==> src/hdl/gabr_pkg.sv <==
// gabr_pkg: shared types, codes and constants of the gemm row engine
// no dependencies; used by every other file of the block but gabr_ram
`default_nettype none

package gabr_pkg;

  localparam int DEF_MAX_DIM = 16;
  localparam int DIM_LIMIT   = 16;

  localparam int KIND_W    = 2;
  localparam int IDX_W     = 4;
  localparam int DIM_W     = 5;
  localparam int VAL_W     = 32;
  localparam int CFG_IDX_W = 3;
  localparam int FRAC_W    = 16;

  localparam int MUL_W  = VAL_W + 1;
  localparam int PROD_W = 2 * MUL_W;
  localparam int ACC_W  = 2 * VAL_W + 4;
  localparam int PART_W = (ACC_W - FRAC_W) / 2;
  localparam int TOT_W  = 86;

  localparam logic [DIM_W-1:0] RESET_DIM          = DIM_W'(16);
  localparam logic signed [VAL_W-1:0] RESET_ALPHA = 32'sh0001_0000;
  localparam logic signed [VAL_W-1:0] RESET_BETA  = 32'sh0000_0000;
  localparam logic signed [VAL_W-1:0] SAT_MAX     = 32'sh7FFF_FFFF;
  localparam logic signed [VAL_W-1:0] SAT_MIN     = 32'sh8000_0000;

  typedef enum logic [KIND_W-1:0] {
    KIND_LOAD_A = 2'd0,
    KIND_LOAD_B = 2'd1,
    KIND_LOAD_C = 2'd2,
    KIND_ROW    = 2'd3
  } kind_t;

  typedef enum logic [CFG_IDX_W-1:0] {
    REG_ROWS_M  = 3'd0,
    REG_INNER_N = 3'd1,
    REG_COLS_P  = 3'd2,
    REG_ALPHA   = 3'd3,
    REG_BETA    = 3'd4
  } cfg_reg_t;

  typedef enum logic [1:0] {
    OP_MAC      = 2'd0,
    OP_ALPHA_LO = 2'd1,
    OP_ALPHA_HI = 2'd2,
    OP_BETA_C   = 2'd3
  } mul_op_t;

  typedef enum logic [2:0] {
    ST_IDLE,
    ST_MAC,
    ST_DRAIN,
    ST_ALPHA_LO,
    ST_ALPHA_HI,
    ST_BETA_C,
    ST_SETTLE,
    ST_EMIT
  } seq_state_t;

  typedef struct packed {
    logic [IDX_W-1:0]        m_last;
    logic [IDX_W-1:0]        n_last;
    logic [IDX_W-1:0]        p_last;
    logic signed [VAL_W-1:0] alpha;
    logic signed [VAL_W-1:0] beta;
  } cfg_t;

  typedef struct packed {
    logic    clear;
    logic    mul_en;
    mul_op_t mul_op;
  } dp_ctl_t;

  typedef struct packed {
    logic busy;
  } dp_sts_t;

endpackage

`default_nettype wire

==> src/hdl/gabr_seq.sv <==
// gabr_seq: row sequencer, store read addressing and result word register
// depends on gabr_pkg
`default_nettype none

module gabr_seq #(
  parameter int MAX_DIM = gabr_pkg::DEF_MAX_DIM,
  localparam int AW = $clog2(MAX_DIM * MAX_DIM)
) (
  input  wire logic                              clk,
  input  wire logic                              rst,
  input  wire gabr_pkg::cfg_t                    cfg_eff,
  input  wire logic                              in_valid,
  input  wire logic [gabr_pkg::KIND_W-1:0]       in_kind,
  input  wire logic [gabr_pkg::IDX_W-1:0]        in_row,
  output logic                                   in_ready,
  output logic                                   ab_en,
  output logic                                   c_en,
  output logic [AW-1:0]                          a_addr,
  output logic [AW-1:0]                          b_addr,
  output logic [AW-1:0]                          c_addr,
  output gabr_pkg::dp_ctl_t                      ctl,
  input  wire gabr_pkg::dp_sts_t                 sts,
  input  wire logic signed [gabr_pkg::VAL_W-1:0] value,
  output logic                                   out_valid,
  input  wire logic                              out_ready,
  output logic [gabr_pkg::IDX_W-1:0]             out_row,
  output logic [gabr_pkg::IDX_W-1:0]             out_col,
  output logic signed [gabr_pkg::VAL_W-1:0]      out_value,
  output logic                                   out_last
);

  gabr_pkg::seq_state_t       state;
  gabr_pkg::seq_state_t       state_next;
  logic [gabr_pkg::IDX_W-1:0] row;
  logic [gabr_pkg::IDX_W-1:0] row_next;
  logic [gabr_pkg::IDX_W-1:0] k;
  logic [gabr_pkg::IDX_W-1:0] k_next;
  logic [gabr_pkg::IDX_W-1:0] j;
  logic [gabr_pkg::IDX_W-1:0] j_next;
  logic                       rd_v;
  logic                       rd_v_next;
  logic                       load_out;
  logic                       out_free;

  function automatic logic [AW-1:0] addr_of(input logic [gabr_pkg::IDX_W-1:0] r,
                                            input logic [gabr_pkg::IDX_W-1:0] c);
    return AW'(r) * AW'(MAX_DIM) + AW'(c);
  endfunction

  assign a_addr   = addr_of(row, k);
  assign b_addr   = addr_of(k, j);
  assign c_addr   = addr_of(row, j);
  assign out_free = !out_valid || out_ready;

  always_ff @(posedge clk) begin
    if (rst) begin
      state <= gabr_pkg::ST_IDLE;
      rd_v  <= 1'b0;
    end else begin
      state <= state_next;
      rd_v  <= rd_v_next;
    end
  end

  always_ff @(posedge clk) begin
    row <= row_next;
    k   <= k_next;
    j   <= j_next;
  end

  always_comb begin
    state_next = state;
    row_next   = row;
    k_next     = k;
    j_next     = j;
    rd_v_next  = 1'b0;
    in_ready   = 1'b0;
    ab_en      = 1'b0;
    c_en       = 1'b0;
    load_out   = 1'b0;
    ctl.clear  = 1'b0;
    ctl.mul_en = rd_v;
    ctl.mul_op = gabr_pkg::OP_MAC;
    case (state)
      gabr_pkg::ST_IDLE: begin
        in_ready = 1'b1;
        if (in_valid && in_kind == gabr_pkg::KIND_ROW && in_row <= cfg_eff.m_last) begin
          row_next   = in_row;
          k_next     = '0;
          j_next     = '0;
          state_next = gabr_pkg::ST_MAC;
        end
      end
      gabr_pkg::ST_MAC: begin
        ab_en     = 1'b1;
        rd_v_next = 1'b1;
        if (k == '0) begin
          c_en      = 1'b1;
          ctl.clear = 1'b1;
        end
        if (k == cfg_eff.n_last) begin
          k_next     = '0;
          state_next = gabr_pkg::ST_DRAIN;
        end else begin
          k_next = k + gabr_pkg::IDX_W'(1);
        end
      end
      gabr_pkg::ST_DRAIN: begin
        if (!rd_v && !sts.busy) begin
          state_next = gabr_pkg::ST_ALPHA_LO;
        end
      end
      gabr_pkg::ST_ALPHA_LO: begin
        ctl.mul_en = 1'b1;
        ctl.mul_op = gabr_pkg::OP_ALPHA_LO;
        state_next = gabr_pkg::ST_ALPHA_HI;
      end
      gabr_pkg::ST_ALPHA_HI: begin
        ctl.mul_en = 1'b1;
        ctl.mul_op = gabr_pkg::OP_ALPHA_HI;
        state_next = gabr_pkg::ST_BETA_C;
      end
      gabr_pkg::ST_BETA_C: begin
        ctl.mul_en = 1'b1;
        ctl.mul_op = gabr_pkg::OP_BETA_C;
        state_next = gabr_pkg::ST_SETTLE;
      end
      gabr_pkg::ST_SETTLE: begin
        if (!sts.busy) begin
          state_next = gabr_pkg::ST_EMIT;
        end
      end
      gabr_pkg::ST_EMIT: begin
        if (out_free) begin
          load_out = 1'b1;
          if (j == cfg_eff.p_last) begin
            state_next = gabr_pkg::ST_IDLE;
          end else begin
            j_next     = j + gabr_pkg::IDX_W'(1);
            state_next = gabr_pkg::ST_MAC;
          end
        end
      end
      default: begin
        state_next = gabr_pkg::ST_IDLE;
      end
    endcase
  end

  // result word register, parts the sequencer from the consumer
  always_ff @(posedge clk) begin
    if (rst) begin
      out_valid <= 1'b0;
    end else if (load_out) begin
      out_valid <= 1'b1;
    end else if (out_ready) begin
      out_valid <= 1'b0;
    end
  end

  always_ff @(posedge clk) begin
    if (load_out) begin
      out_row   <= row;
      out_col   <= j;
      out_value <= value;
      out_last  <= (j == cfg_eff.p_last);
    end
  end

endmodule

`default_nettype wire

==> config.mk <==
export PLATFORM = sky130hd
export DESIGN_NAME = gabr_seq
export DESIGN_NICKNAME = d
export VERILOG_FILES = /design/src/hdl/gabr_pkg.sv /design/src/hdl/gabr_seq.sv
export SDC_FILE = /design/constraint.sdc
export NUM_CORES = 1
export LEC_CHECK = 0
export ABC_AREA = 1
export BUFFER_PORTS_ARGS = -buffer_cell sky130_fd_sc_hd__clkbuf_2
export CAP_MARGIN = 20
export CORE_MARGIN = 2
export CORE_UTILIZATION = 39
export CTS_CLUSTER_SIZE = 8
export DETAILED_ROUTE_END_ITERATION = 8
export GPL_TIMING_DRIVEN = 0
export PLACE_DENSITY = 0.8
export SLEW_MARGIN = 10
export SYNTH_ARGS = -nofsm -noshare
export SYNTH_HDL_FRONTEND = slang
export SYNTH_SLANG_ARGS = --single-unit
==> constraint.sdc <==
create_clock -name clk -period 3.4 [get_ports clk]
set_clock_uncertainty 0.05 [all_clocks]
set_input_delay 0.51 -clock clk [delete_from_list [all_inputs] [get_ports clk]]
set_output_delay 0.51 -clock clk [all_outputs]
set_load 0.01 [all_outputs]
Word-level counts from Yosys, hierarchy flattened
Index checks and enable logic that the tools add are counted.

$add $sub $neg: 5. Multiplexer cells: 22. Magnitude comparators: 1. Reductions and logical operators: 16. Equal/unequal tests: 16.

Operator list (number): adder 8 x 4 -> 8 bit (3); one-hot mux 3 bit (8 select lines) (1); 2-to-1 mux 4 bit (4); one-hot mux 4 bit (2 select lines) (2); 2-to-1 mux 3 bit (5); == test 3 bit (second input constant) (4); != test 2 bit (second input constant) (6); 2-to-1 mux 1 bit (9); one-hot mux 3 bit (3 select lines) (1); adder 4 x 1 -> 4 bit (second input constant) (2); == test 4 bit (2); == test 3 x 2 -> 1 bit (second input constant) (2); nonzero test 2 bit (3); AND reduction 5 bit (1); less-or-equal comparator 4 bit (1); logical NOT 4 bit (1); AND reduction 2 bit (2); AND reduction 4 bit (1); == test 3 x 1 -> 1 bit (second input constant) (1); logical AND 1 bit (3); logical NOT 1 bit (3); logical NOT 3 bit (1); == test 2 bit (second input constant) (1); logical OR 1 bit (1).

Logic and storage cells: 70. Register bits: 58. Output and inout port bits: 73.

Depth between registers and ports, before layout
Gate-level depths: netlist (run 1).

Word-level depth: 5. Gate-level depth with buffers: 14.

Worst setup path after synthesis (run 1)
No wires, ideal clock.

Path type: register to register. Start: register state[2]. End: register out_col[0] in the netlist's numbering (enable). Cell stages (with the launch flop): 5. Setup time: 441 ps. Setup slack: 371 ps. Path buffers: 0. Arrival time: 2538 ps. Cells stage by stage: dfxtp_1 nand2_1 nor2_1 inv_1 nor2_1.

Word-level cells in the longest chain between the ends: 2.

RTL lines: from (decl) (line gabr_seq.sv:32) `gabr_pkg::seq_state_t state;`; from (signal assigned) (line gabr_seq.sv:57) `state <= gabr_pkg::ST_IDLE;`; from (signal assigned) (line gabr_seq.sv:60) `state <= state_next;`; == test 3 bit (line gabr_seq.sv:84) `case (state)`; 2-to-1 mux 1 bit (line gabr_seq.sv:84); named net load_out (line gabr_seq.sv:42) `logic load_out;`; to (signal assigned) (line gabr_seq.sv:164) `out_col <= j;`; to (decl) (line gabr_seq.sv:27) `output logic [gabr_pkg::IDX_W-1:0] out_col,`.

The timed path passes the listed nets, and every way through them passes these cells. A chain may end at the register's enable or synchronous reset.

==> impl_results.md, run 1 <==
* Status: finished clean
* Post-synth top area cell: edfxtp_1
* Routed Wire Length at about 5.7 mm
* H-tree depth at 3
* Finish-stage setup viols at 0
* Largest net degree at the start of global routing at 30
* Tightest Pin Transition at between 0.6 and 0.7 ns
* Wirelength per Cell at roughly 14 µm
* Setup crit start: state[0]
* Ys flop type: edfxtp_1
* Fin nets at ~460
* EDFF count, synth at 53
* Router iterations before antenna repair at 3
* Critical path required time at roughly 2.8 ns
* IO buf count at about 130
* GRT Total Usage at 0.1696
* Final hold viol count at 0
* Peak Freq at 452.5 MHz
* Clock sink count at 58
* Fin crit share at 0.6500
* Hold buffers post-CTS at 0
* Placed Instances at ~400
* Post-CTS sizing at 0
* Top post-synthesis cells by area: edfxtp_1 66%, nand2_1 5.4%, inv_1 4.2%
* Clock root cell: clkbuf_8
* Vias at approximately 1,800
* Clock transition at path regs at roughly 0.06 ns
* I/O pins at about 190
* Max-Slew Margin vs Limit at 0.5543
* PwrDens at around 650 nW/µm²
* Row cnt at 28
* Layout area overhead at 38.62%
* ANT nets after route at 0
* #FFs+latches synth at 58
* R2r setup slk at 1.47 ns
* Seq/Total Area, Yosys at 0.7009
* Yosys top cell area share at 0.6594
* CP Capture Type: output port
* Max_cap viols at 0
* R2R cell count at 7
* Total power at around 2200 µW
* CP cell instances: inv_2 > or2_4 > nor2_4 > inv_1 > nor2_1 > buf_4 > clkbuf_2
* Unrepaired setup endpoints after global routing: false
* Mapped cell area at around 2400 µm²
* Worst-Skew Late Latency at 0.33 ns
* LEAKAGE at around 0.0016 µW
* Total CTS buffers at 9
* DRC violations left at 0
* CTS tree: built
* Asr flop ratio synth at 0
* Post-Synthesis Cells at around 200
* Post-Syn Nets at ~320
* Peak supply drop at roughly 310 µV
* Detailed placement HPWL at between 4 and 5 mm
* Vias in the first global route at 1,676
* Number of vias per cell at around 4.4
* Avg Synthesized Cell Area at roughly 12 µm²
* Count leader, synth: edfxtp_1
* Hold Crit Class: in -> reg
* CP arrival at 1.65 ns
* Die area at slightly below 7000 µm²
* Worst path max stage delay at roughly 0.37 ns
* Postcts setup bufs at 0
* Count of pins over their slew limit at 0
* Clk buf depth at 2
* Core area at roughly 6000 µm²
* First-pass GRT wire length at 8.031 mm
* Count of cell types in the netlist at 23
* Share of cells above drive strength 1 at 0.4780
* Initial Utilization at 0.4053
* Setup CP Type: reg -> out
* Slowest cell on crit path: dfxtp_1
* Width of the chip at 82.67 µm
* Final cell count without fillers at between 400 and 500
* Worst R2R End: j[2]
* Routability Congestion at about 0.80
* Synth top cells by count: 53 x edfxtp_1, 35 x nand2_1, 27 x inv_1, 27 x nor2_1, 13 x buf_4
* Gr ovfl total at 0
* Tmin final at about 2.2 ns
* Die Y at roughly 83 µm
* CP max FO at 7
* CP Capture Point: ctl[3]
* Synth warn at 0
* Crit Reg-Reg Startpoint: j[2]
* Antenna violations before repair at 0
* Initial DRC Count at 66
* CP startpoint kind: register
* ANT cells at 0
-- report_power, final --
group	total (µW)	switching [µW]	internal (µW)
Combinational	612	340	271
Clock	574	245	329
Sequential	972	98.2	874
-- cell families after synthesis --
family	count (synthesis)	synth area share
AND/OR/NAND/NOR	74	0.1291
flip-flops	58	0.7009
adder cells (fa/ha/maj)	7	0.03629
AO/OA/AOI/OAI	9	0.02333
buffers and inverters	44	0.08864
XOR/XNOR	6	0.02177
-- cell type report --
cell class / instances / area, µm²
flip-flops and latches: 58 / 1692
clock inverters: 4 / 43.79
repair buffers: 128 / 655.6
inverters: 31 / 116.4
plain buffers: 13 / 97.59
fillers: 519 / 2610
multi-input cells: 96 / 515.5
clock buffers: 11 / 131.4
well taps: 75 / 93.84
-- through the flow --
stage	setup slack, ns	setup TNS, ns	hold WS [ns]	util	instance area [µm²]
after CTS	1.177	0	0.2940	0.5618	3346
after detailed placement	0.9270	0	0.4192	0.5324	3171
final	1.190	0	0.3039	0.5618	3346
after global placement	-0.3666	-15.13	0.4119	0.5277	3143
after floorplan	0.3708	0	0.4384	-	2414
after global routing	1.068	0	0.2924	0.5618	3346
-- layer usage --
metal / global-route usage / wire [µm] / part of all wire / vias to the layer above
li1: - / - / - / 915
met1: 0.1640 / 2044 / 0.36 / 833
met2: 0.3185 / 3013 / 0.52 / 85
met3: 0.06304 / 593 / 0.10 / 12
met4: 0.07377 / 89 / 0.016 / 0
met5: 0 / 0 / 0 / -
-- worst max-delay path, delay by kind of cell, from the launching register on --
kind	cells	cell delay, ns
AND/OR/NAND/NOR	3	0.53
buffers and inverters	4	0.42
flip-flops	1	0.37
-- worst min path at each step --
stage	slack [ns]	startpoint	end	depth (start not counted)
final	0.30	value[7]	out_value[7]	1
after global routing	0.29	value[4]	out_value[4]	1
after CTS	0.29	value[7]	out_value[7]	1
after detailed placement	0.42	row[0]	out_row[0]	0
after global placement	0.41	row[2]	out_row[2]	0
after floorplan	0.44	state[0]	state[2]	2
-- flip-flops by register name (all words and copies together) (netlist names) --
register	flops
out_value	32
k	4
j	4
row	4
out_col	4
out_row	4
state	3
rd_v	1
out_valid	1
out_last	1
-- layout by cell type (no fill, tap or decap), drive strengths merged --
master,Yosys,routed
ha,7,7
buf,13,14
o21ai,2,2
clkinv,0,3
nand2,35,35
inv,31,31
nand4,1,1
o21a,1,1
nor2,29,29
a21oi,4,4
nand3,6,6
nor3,1,1
edfxtp,53,53
dfxtp,5,5
and3,1,1
xnor2,2,2
clkbuf,0,138
a211oi,2,2
xor2,4,4
bufinv,0,1
or2,1,1
No activity file was read; power rests on OpenSTA's default activity.
==> run 2, diff against run 1 <==
--- a/config.mk
+++ b/config.mk
@@ -5,15 +5,15 @@
 export SDC_FILE = /design/constraint.sdc
 export NUM_CORES = 1
 export LEC_CHECK = 0
-export ABC_AREA = 1
+export ABC_AREA = 0
 export BUFFER_PORTS_ARGS = -buffer_cell sky130_fd_sc_hd__clkbuf_2
 export CAP_MARGIN = 20
 export CORE_MARGIN = 2
-export CORE_UTILIZATION = 39
+export CORE_UTILIZATION = 38
 export CTS_CLUSTER_SIZE = 8
 export DETAILED_ROUTE_END_ITERATION = 8
 export GPL_TIMING_DRIVEN = 0
-export PLACE_DENSITY = 0.8
+export PLACE_DENSITY = 0.79
 export SLEW_MARGIN = 10
 export SYNTH_ARGS = -nofsm -noshare
 export SYNTH_HDL_FRONTEND = slang
==> constraint.sdc (replaced) <==
create_clock -name clk -period 2.2 [get_ports clk]
set_clock_uncertainty 0.05 [all_clocks]
set_input_delay 0.33 -clock clk [delete_from_list [all_inputs] [get_ports clk]]
set_output_delay 0.33 -clock clk [all_outputs]
set_load 0.01 [all_outputs]
==> run 2 against run 1 <==
  * Sequential share of layout area increased by 0.96 points
  * Sequential power is 53% higher
  * Routed wire length decreased by 6.6%
  * Hold slack lost 0.17 ns
  * Synthesized cell count decreased by 23%
  * Count of clock-buffer cells in the layout decreased by 1
  * Via count decreased by 9.6%
  * Setup slack got worse by 1.0 ns
  * Clock power increased by 79%
  * Register-to-register slack lost 1.3 ns
  * Sequential cell count stayed put
  * First-iteration DRC count fell by 35%
  * Highest routed layer unchanged
==> impl_results.md, run 2 <==
* Mux contribution to synthesized area at 0 (unchanged)
* Routed Wire Length at 5.362 mm (-6.6%)
* Routability Congestion at 0.7925 (-0.73%)
* Antenna violations before repair at 0 (unchanged)
* ANT nets after route at 0 (unchanged)
* Mapped cell area at 2323 µm² (-3.7%)
* IO buf count at 127 (unchanged)
* Post-Route Utilization at 0.5545 (-0.007243)
* Clk buf depth at 2 (unchanged)
* Largest net degree at the start of global routing at 22 (-27%)
* Unrepaired setup endpoints after global routing: false
* Setup crit start: state[1]
* Hold path start: value[10]
* Synth Area in Compound Gates at 0.04416 (+0.02083)
* Router iterations before antenna repair at 4 (+1)
* Core area at 5921 µm² (-0.59%)
* I/O pins at 192 (unchanged)
* Initial Utilization at 0.3924 (-0.01282)
* Post-Syn Nets at 279 (-14%)
* GRT Total Usage at 0.1562 (-0.01333)
* Initial DRC Count at 43 (-35%)
* Die Y at 82.20 µm (-0.57%)
* WHS Endpoint: out_value[10]
* Layout area overhead at 41.30%
* Max_cap viols at 0 (unchanged)
* CTS tree: built
* Crit Reg-Reg Startpoint: state[1]
* ANT cells at 0 (unchanged)
* Met1 Usage GRT at 0.1696 (+0.005609)
* CP startpoint kind: register
* Final hold viol count at 0 (unchanged)
* DRC violations left at 0 (unchanged)
* Status: finished clean
* Synth warn at 0 (unchanged)
* Most flops, register: out_value
* Vias at 1,667 (-9.6%)
* Gr ovfl total at 0 (unchanged)
* Worst-Skew Late Latency at 0.32 ns (about the same)
* Fin nets at 418 (-9.7%)
* Tmin final at just over 2 ns
* Worst R2R End: j[2]
* CP Capture Type: output port
* Main combinational cell family by area after synthesis: simple AND/OR/NAND/NOR gates
* Tightest Pin Transition at 0.6465 ns (-0.01803 ns)
* Wirelength per Cell at 14.41 µm (+4.5%)
* CP arrival at 1.67 ns (+0.02 ns)
* R2r setup slk at 0.19 ns (-1.28 ns)
* Hold Crit Class: in -> reg
* Number of vias per cell at 4.481 (+1.0%)
* Post-synth top area cell: edfxtp_1
* H-tree depth at 3 (unchanged)
* Total power at 3437 µW (+59%)
* Post-synthesis xor/xnor area fraction at 0.04900 (+0.02723)
* Met2 GRT Util at 0.2629 (-0.05565)
* Hold path cells at 1 (unchanged)
* Asr flop ratio synth at 0 (unchanged)
* R2R cell count at 5 (-2)
* Max reg flops at 32 (unchanged)
* Ys flop type: edfxtp_1
* Clock root cell: clkbuf_8
* First-pass GRT wire length at 7.341 mm (-8.6%)
* Slowest cell on crit path: nor4b_1
* Count of pins over their slew limit at 0 (unchanged)
* Die area at 6756 µm² (-1.1%)
* Fin crit share at 0.9311
* Vias in the first global route at 1,502 (-10%)
* Finish-stage setup viols at 0 (unchanged)
* GR Util met3 at 0.06522 (+0.002174)
* Peak supply drop at 610.0 µV (+99%)
* Detailed placement HPWL at 4.121 mm (-12%)
* Global route hottest layer: met2
* Total CTS buffers at 9 (unchanged)
* Synth top cells by count: 53 x edfxtp_1, 17 x nor2_1, 13 x buf_4
* Yosys top cell area share at 0.6850 (+0.02557)
* #FFs+latches synth at 58 (unchanged)
* Peak Freq at 488.2 MHz
* LEAKAGE at 0.001498 µW (-8.3%)
* Top post-synthesis cells by area: edfxtp_1 68%, dfxtp_1 4.3%, buf_4 4.2%
* PwrDens at 1047 nW/µm² (+62%)
* Adder-Cell Fraction of Synth Area at 0.03770 (+0.001407)
* Post-Synthesis Cells at 153 (-23%)
* Count leader, synth: edfxtp_1
* Most frequent cells in the layout: 127 x clkbuf_2, 53 x edfxtp_1, 17 x nor2_1
* Count of cell types in the netlist at 30 (+30%)
* CP cell instances: buf_2 > nor2_1 > nand2_1 > nor4b_1 > buf_4 > clkbuf_2
* Critical path required time at 1.82 ns (-1.02 ns)
* Avg Synthesized Cell Area at 15.19 µm² (+25%)
* CP max FO at 9 (+2)
* EDFF count, synth at 53 (unchanged)
* Row cnt at 28 (unchanged)
* Clock transition at path regs at 0.06 ns (about the same)
* Width of the chip at 82.20 µm (-0.57%)
* Setup CP Type: reg -> out
* Clock sink count at 58 (unchanged)
* Most common cell after layout, fill and taps aside: clkbuf_2
* Worst path max stage delay at 0.38 ns (about the same)
* Max-Slew Margin vs Limit at 0.5681 (+0.01378)
* Simple-gate area share of the yosys netlist at 0.07647 (-0.05262)
* Share of cells above drive strength 1 at 0.5387 (+0.06071)
* Seq/Total Area, Yosys at 0.7281 (+0.02717)
## run 2: changes by cell type after synthesis, moves of 2 or more
cell / previous run / this run
buf_2: 0 / 2
inv_1: 27 / 10
inv_2: 4 / 0
nand2_1: 35 / 4
nand3_1: 5 / 3
nor2_1: 27 / 17
nor2b_1: 0 / 3
o21ai_0: 2 / 4
xor2_1: 4 / 11
## run 2: worst max-delay path by stage
stage | slack (ns) | endpoint | depth (start not counted)
after floorplan | 0.21 | j[0] | 7
after global placement | -0.15 | j[1] | 8
after detailed placement | -0.19 | j[1] | 8
after CTS | 0.10 | ctl[3] | 6
after global routing | 0.00006 | j[1] | 5
final | 0.15 | ctl[3] | 6
## run 2: logic make-up after synthesis
| group | after synthesis |
|---|---|
| adders and majority gates | 7 |
| DFF | 58 |
| AOI/OAI and AO/OA | 13 |
| and+or+nand+nor | 36 |
| xor gates and xnor gates | 13 |
| buffers and inverters | 26 |
## run 2: worst max-delay path: cells and delay by family (launching register included)
kind	cells	cell delay [ns]
and+or+nand+nor	3	0.62
buffers and inverters	3	0.45
DFF	1	0.30
## run 2: area by class of cell
cell class | count | area, µm²
plain buffers | 15 | 107.6
clock buffers | 10 | 127.6
clock inverters | 6 | 81.33
fillers | 511 | 2638
inverters | 11 | 42.54
multi-input cells | 70 | 503.0
flip-flops and latches | 58 | 1692
well taps | 75 | 93.84
repair buffers | 127 | 635.6
## run 2: metal layers
layer,wire (µm),share of wire,up-vias
li1,-,-,809
met2,2704,0.50,78
met4,74,0.014,0
met1,2102,0.39,774
met5,0,0,-
met3,481,0.090,6
## run 2: where the power goes
group	switching, µW	leakage [µW]	internal [µW]	total (µW)
clock	395	0.000105	630	1030
sequential	133	0.000522	1350	1490
combinational	493	0.000870	432	925
## run 2: what timing repair did
item,CTS,global route
hold buffers,0,0
gates resized for setup,1,0
setup buffers,0,0
endpoints found under the setup margin,41,0
## run 2: per-stage QoR
stage	instance area, µm²	hold WS, ns	worst slack, ns	cells	TNS [ns]
2_1_floorplan	2331	0.3491	0.2122	153	0
3_3_place_gp	3060	0.4369	-0.1510	355	-0.8071
3_5_place_dp	3060	0.4484	-0.1903	355	-2.214
4_1_cts	3283	0.1152	0.1013	372	0
5_1_grt	3283	0.1068	0.00006106	372	0
6_report	3283	0.1337	0.1515	372	0
==> run 3, diff against run 2 <==
--- a/config.mk
+++ b/config.mk
@@ -8,6 +8,7 @@
 export ABC_AREA = 0
 export BUFFER_PORTS_ARGS = -buffer_cell sky130_fd_sc_hd__clkbuf_2
 export CAP_MARGIN = 20
+export CORE_ASPECT_RATIO = 0.5
 export CORE_MARGIN = 2
 export CORE_UTILIZATION = 38
 export CTS_CLUSTER_SIZE = 8
==> run 3 against run 2 <==
  * Die area rose by 0.56%
  * Clock power grew 37%
  * Routed wire length down 3.9%
  * Register-to-register slack barely moved
  * First-iteration DRC count increased by 60%
==> impl_results.md, run 3 (synthesized netlist as in run 2, its figures left out) <==
* CP cell instances: buf_2 > nor2_1 > nand2_1 > nor4b_1 > buf_4 > clkbuf_2
* Fin crit share at 0.9564 (+0.02525)
* Gr ovfl total at 0 (unchanged)
* Clock root cell: clkbuf_16
* Vias in the first global route at 1,561 (+3.9%)
* Worst-Skew Late Latency at 0.32 ns (about the same)
* Initial Utilization at 0.3885 (-0.003941)
* Vias at 1,673 (+0.36%)
* Cell area after layout at 3391 µm² (+3.3%)
* Peak Freq at 475.3 MHz (-2.6%)
* Max-Slew Margin vs Limit at 0.5495 (-0.01854)
* Wirelength per Cell at 13.78 µm (-4.4%)
* IO buf count at 127 (unchanged)
* DRC violations left at 0 (unchanged)
* GRT Total Usage at 0.1550 (-0.001209)
* CTS tree: built
* Clock transition at path regs at 0.05 ns (about the same)
* ANT nets after route at 0 (unchanged)
* I/O pins at 192 (unchanged)
* Fin nets at 418 (unchanged)
* Routed Wire Length at 5.154 mm (-3.9%)
* LEAKAGE at 0.001541 µW (+2.9%)
* Peak supply drop at 674.3 µV (+11%)
* Final setup TNS at 0 ns (unchanged)
* Clock sink count at 58 (unchanged)
* Routability Congestion at 0.8112 (+2.4%)
* Detailed placement HPWL at 3.783 mm (-8.2%)
* Number of vias per cell at 4.473 (-0.18%)
* Hold Crit Class: in -> reg
* Most frequent cells in the layout: 127 x clkbuf_2, 53 x edfxtp_1, 17 x nor2_1
* Most flops, register: out_value
* ANT cells at 0 (unchanged)
* Status: finished clean
* PwrDens at 1140 nW/µm² (+8.9%)
* CP max FO at 9 (unchanged)
* Router iterations before antenna repair at 4 (unchanged)
* Die area at 6794 µm² (+0.56%)
* CP startpoint kind: register
* Sequential cell area at 1692 µm² (unchanged)
* Count of pins over their slew limit at 0 (unchanged)
* Final cell count without fillers at 374 (+0.54%)
* Clk buf depth at 2 (unchanged)
* Worst path max stage delay at 0.42 ns (+0.04 ns)
* Finish-stage setup viols at 0 (unchanged)
* DP Area at 3063 µm² (about the same)
* Share of cells above drive strength 1 at 0.5421 (+0.003367)
* Initial DRC Count at 69 (+60%)
* Tmin final at 2.104 ns (+0.05556 ns)
* Tightest Pin Transition at 0.6743 ns (+0.02775 ns)
* Row cnt at 20 (-29%)
* Total CTS buffers at 9 (unchanged)
* Postcts setup bufs at 0 (unchanged)
* Multi-input logic area at 508.0 µm² (+1.0%)
* Post-Route Utilization at 0.5669 (+0.01242)
* FILL cells at 495 (-3.1%)
* Final hold viol count at 0 (unchanged)
* Largest net degree at the start of global routing at 22 (unchanged)
* Setup CP Type: reg -> out
* Core area at 5981 µm² (+1.0%)
* Max_cap viols at 0 (unchanged)
* CP Capture Type: output port
* Antenna violations before repair at 0 (unchanged)
* H-tree depth at 3 (unchanged)
* Slowest cell on crit path: nor4b_1
* Critical path required time at 1.82 ns (about the same)
* CP arrival at 1.72 ns (+0.05 ns)
* First-pass GRT wire length at 7.700 mm (+4.9%)
* Placed Instances at 357 (+0.56%)
* Unrepaired setup endpoints after global routing: false
* Max reg flops at 32 (unchanged)
* Most common cell after layout, fill and taps aside: clkbuf_2
* Layout area overhead at 45.93%
* Width of the chip at 114.6 µm (+39%)
* Total power at 3864 µW (+12%)
* Die Y at 59.29 µm (-28%)
==> run 3: layer usage <==
metal / vias up / GRT usage / wire length (µm)
met5: - / 0 / 0
met4: 0 / 0.06098 / 95
met3: 8 / 0.06953 / 391
met2: 63 / 0.2663 / 2632
met1: 790 / 0.1727 / 2035
li1: 812 / - / -
==> run 3: area by class of cell <==
type | instances | area share
multi-input cells | 70 | 0.1498
repair buffers | 127 | 0.1875
plain buffers | 15 | 0.03173
clock buffers | 9 | 0.06642
clock inverters | 7 | 0.02472
well taps | 77 | 0.02841
inverters | 11 | 0.01255
flip-flops and latches | 58 | 0.4989
==> run 3: final timing paths <==
path                                start            end  slack (ns)  depth (start not counted)
worst min register to register     row[2]     out_row[2]        0.44                          0
worst min-delay path            value[22]  out_value[22]        0.13                          1
worst max-delay path             state[1]         ctl[3]         0.1                          6
worst max register to register   state[0]   out_value[5]        0.20                          3
==> run 3: worst max-delay path, delay by kind of cell (launching register included) <==
kind | cells | cell delay [ns]
flip-flops | 1 | 0.29
buffers and inverters | 3 | 0.46
AND/OR/NAND/NOR | 3 | 0.66
==> run 3: report_power, final <==
group | internal (µW) | leakage (µW) | switching, µW
Combinational | 437 | 0.000871 | 521
Sequential | 1360 | 0.000522 | 136
Clock | 974 | 0.000148 | 440
Total | 2770 | 0.00154 | 1100
==> run 3: per-stage QoR <==
stage | hold slack (ns) | setup slack (ns)
2_1_floorplan | 0.3491 | 0.2122
3_3_place_gp | 0.4144 | -0.05994
3_5_place_dp | 0.4283 | -0.1013
4_1_cts | 0.1274 | 0.1040
5_1_grt | 0.1156 | 0.004762
6_report | 0.1337 | 0.09595
==> run 3: what timing repair did <==
action	CTS	global route
resized for setup	1	1
pin swaps	0	0
hold buffers	0	0
endpoints found under the hold margin	0	0
endpoints found under the setup margin	41	4
cloned	1	0
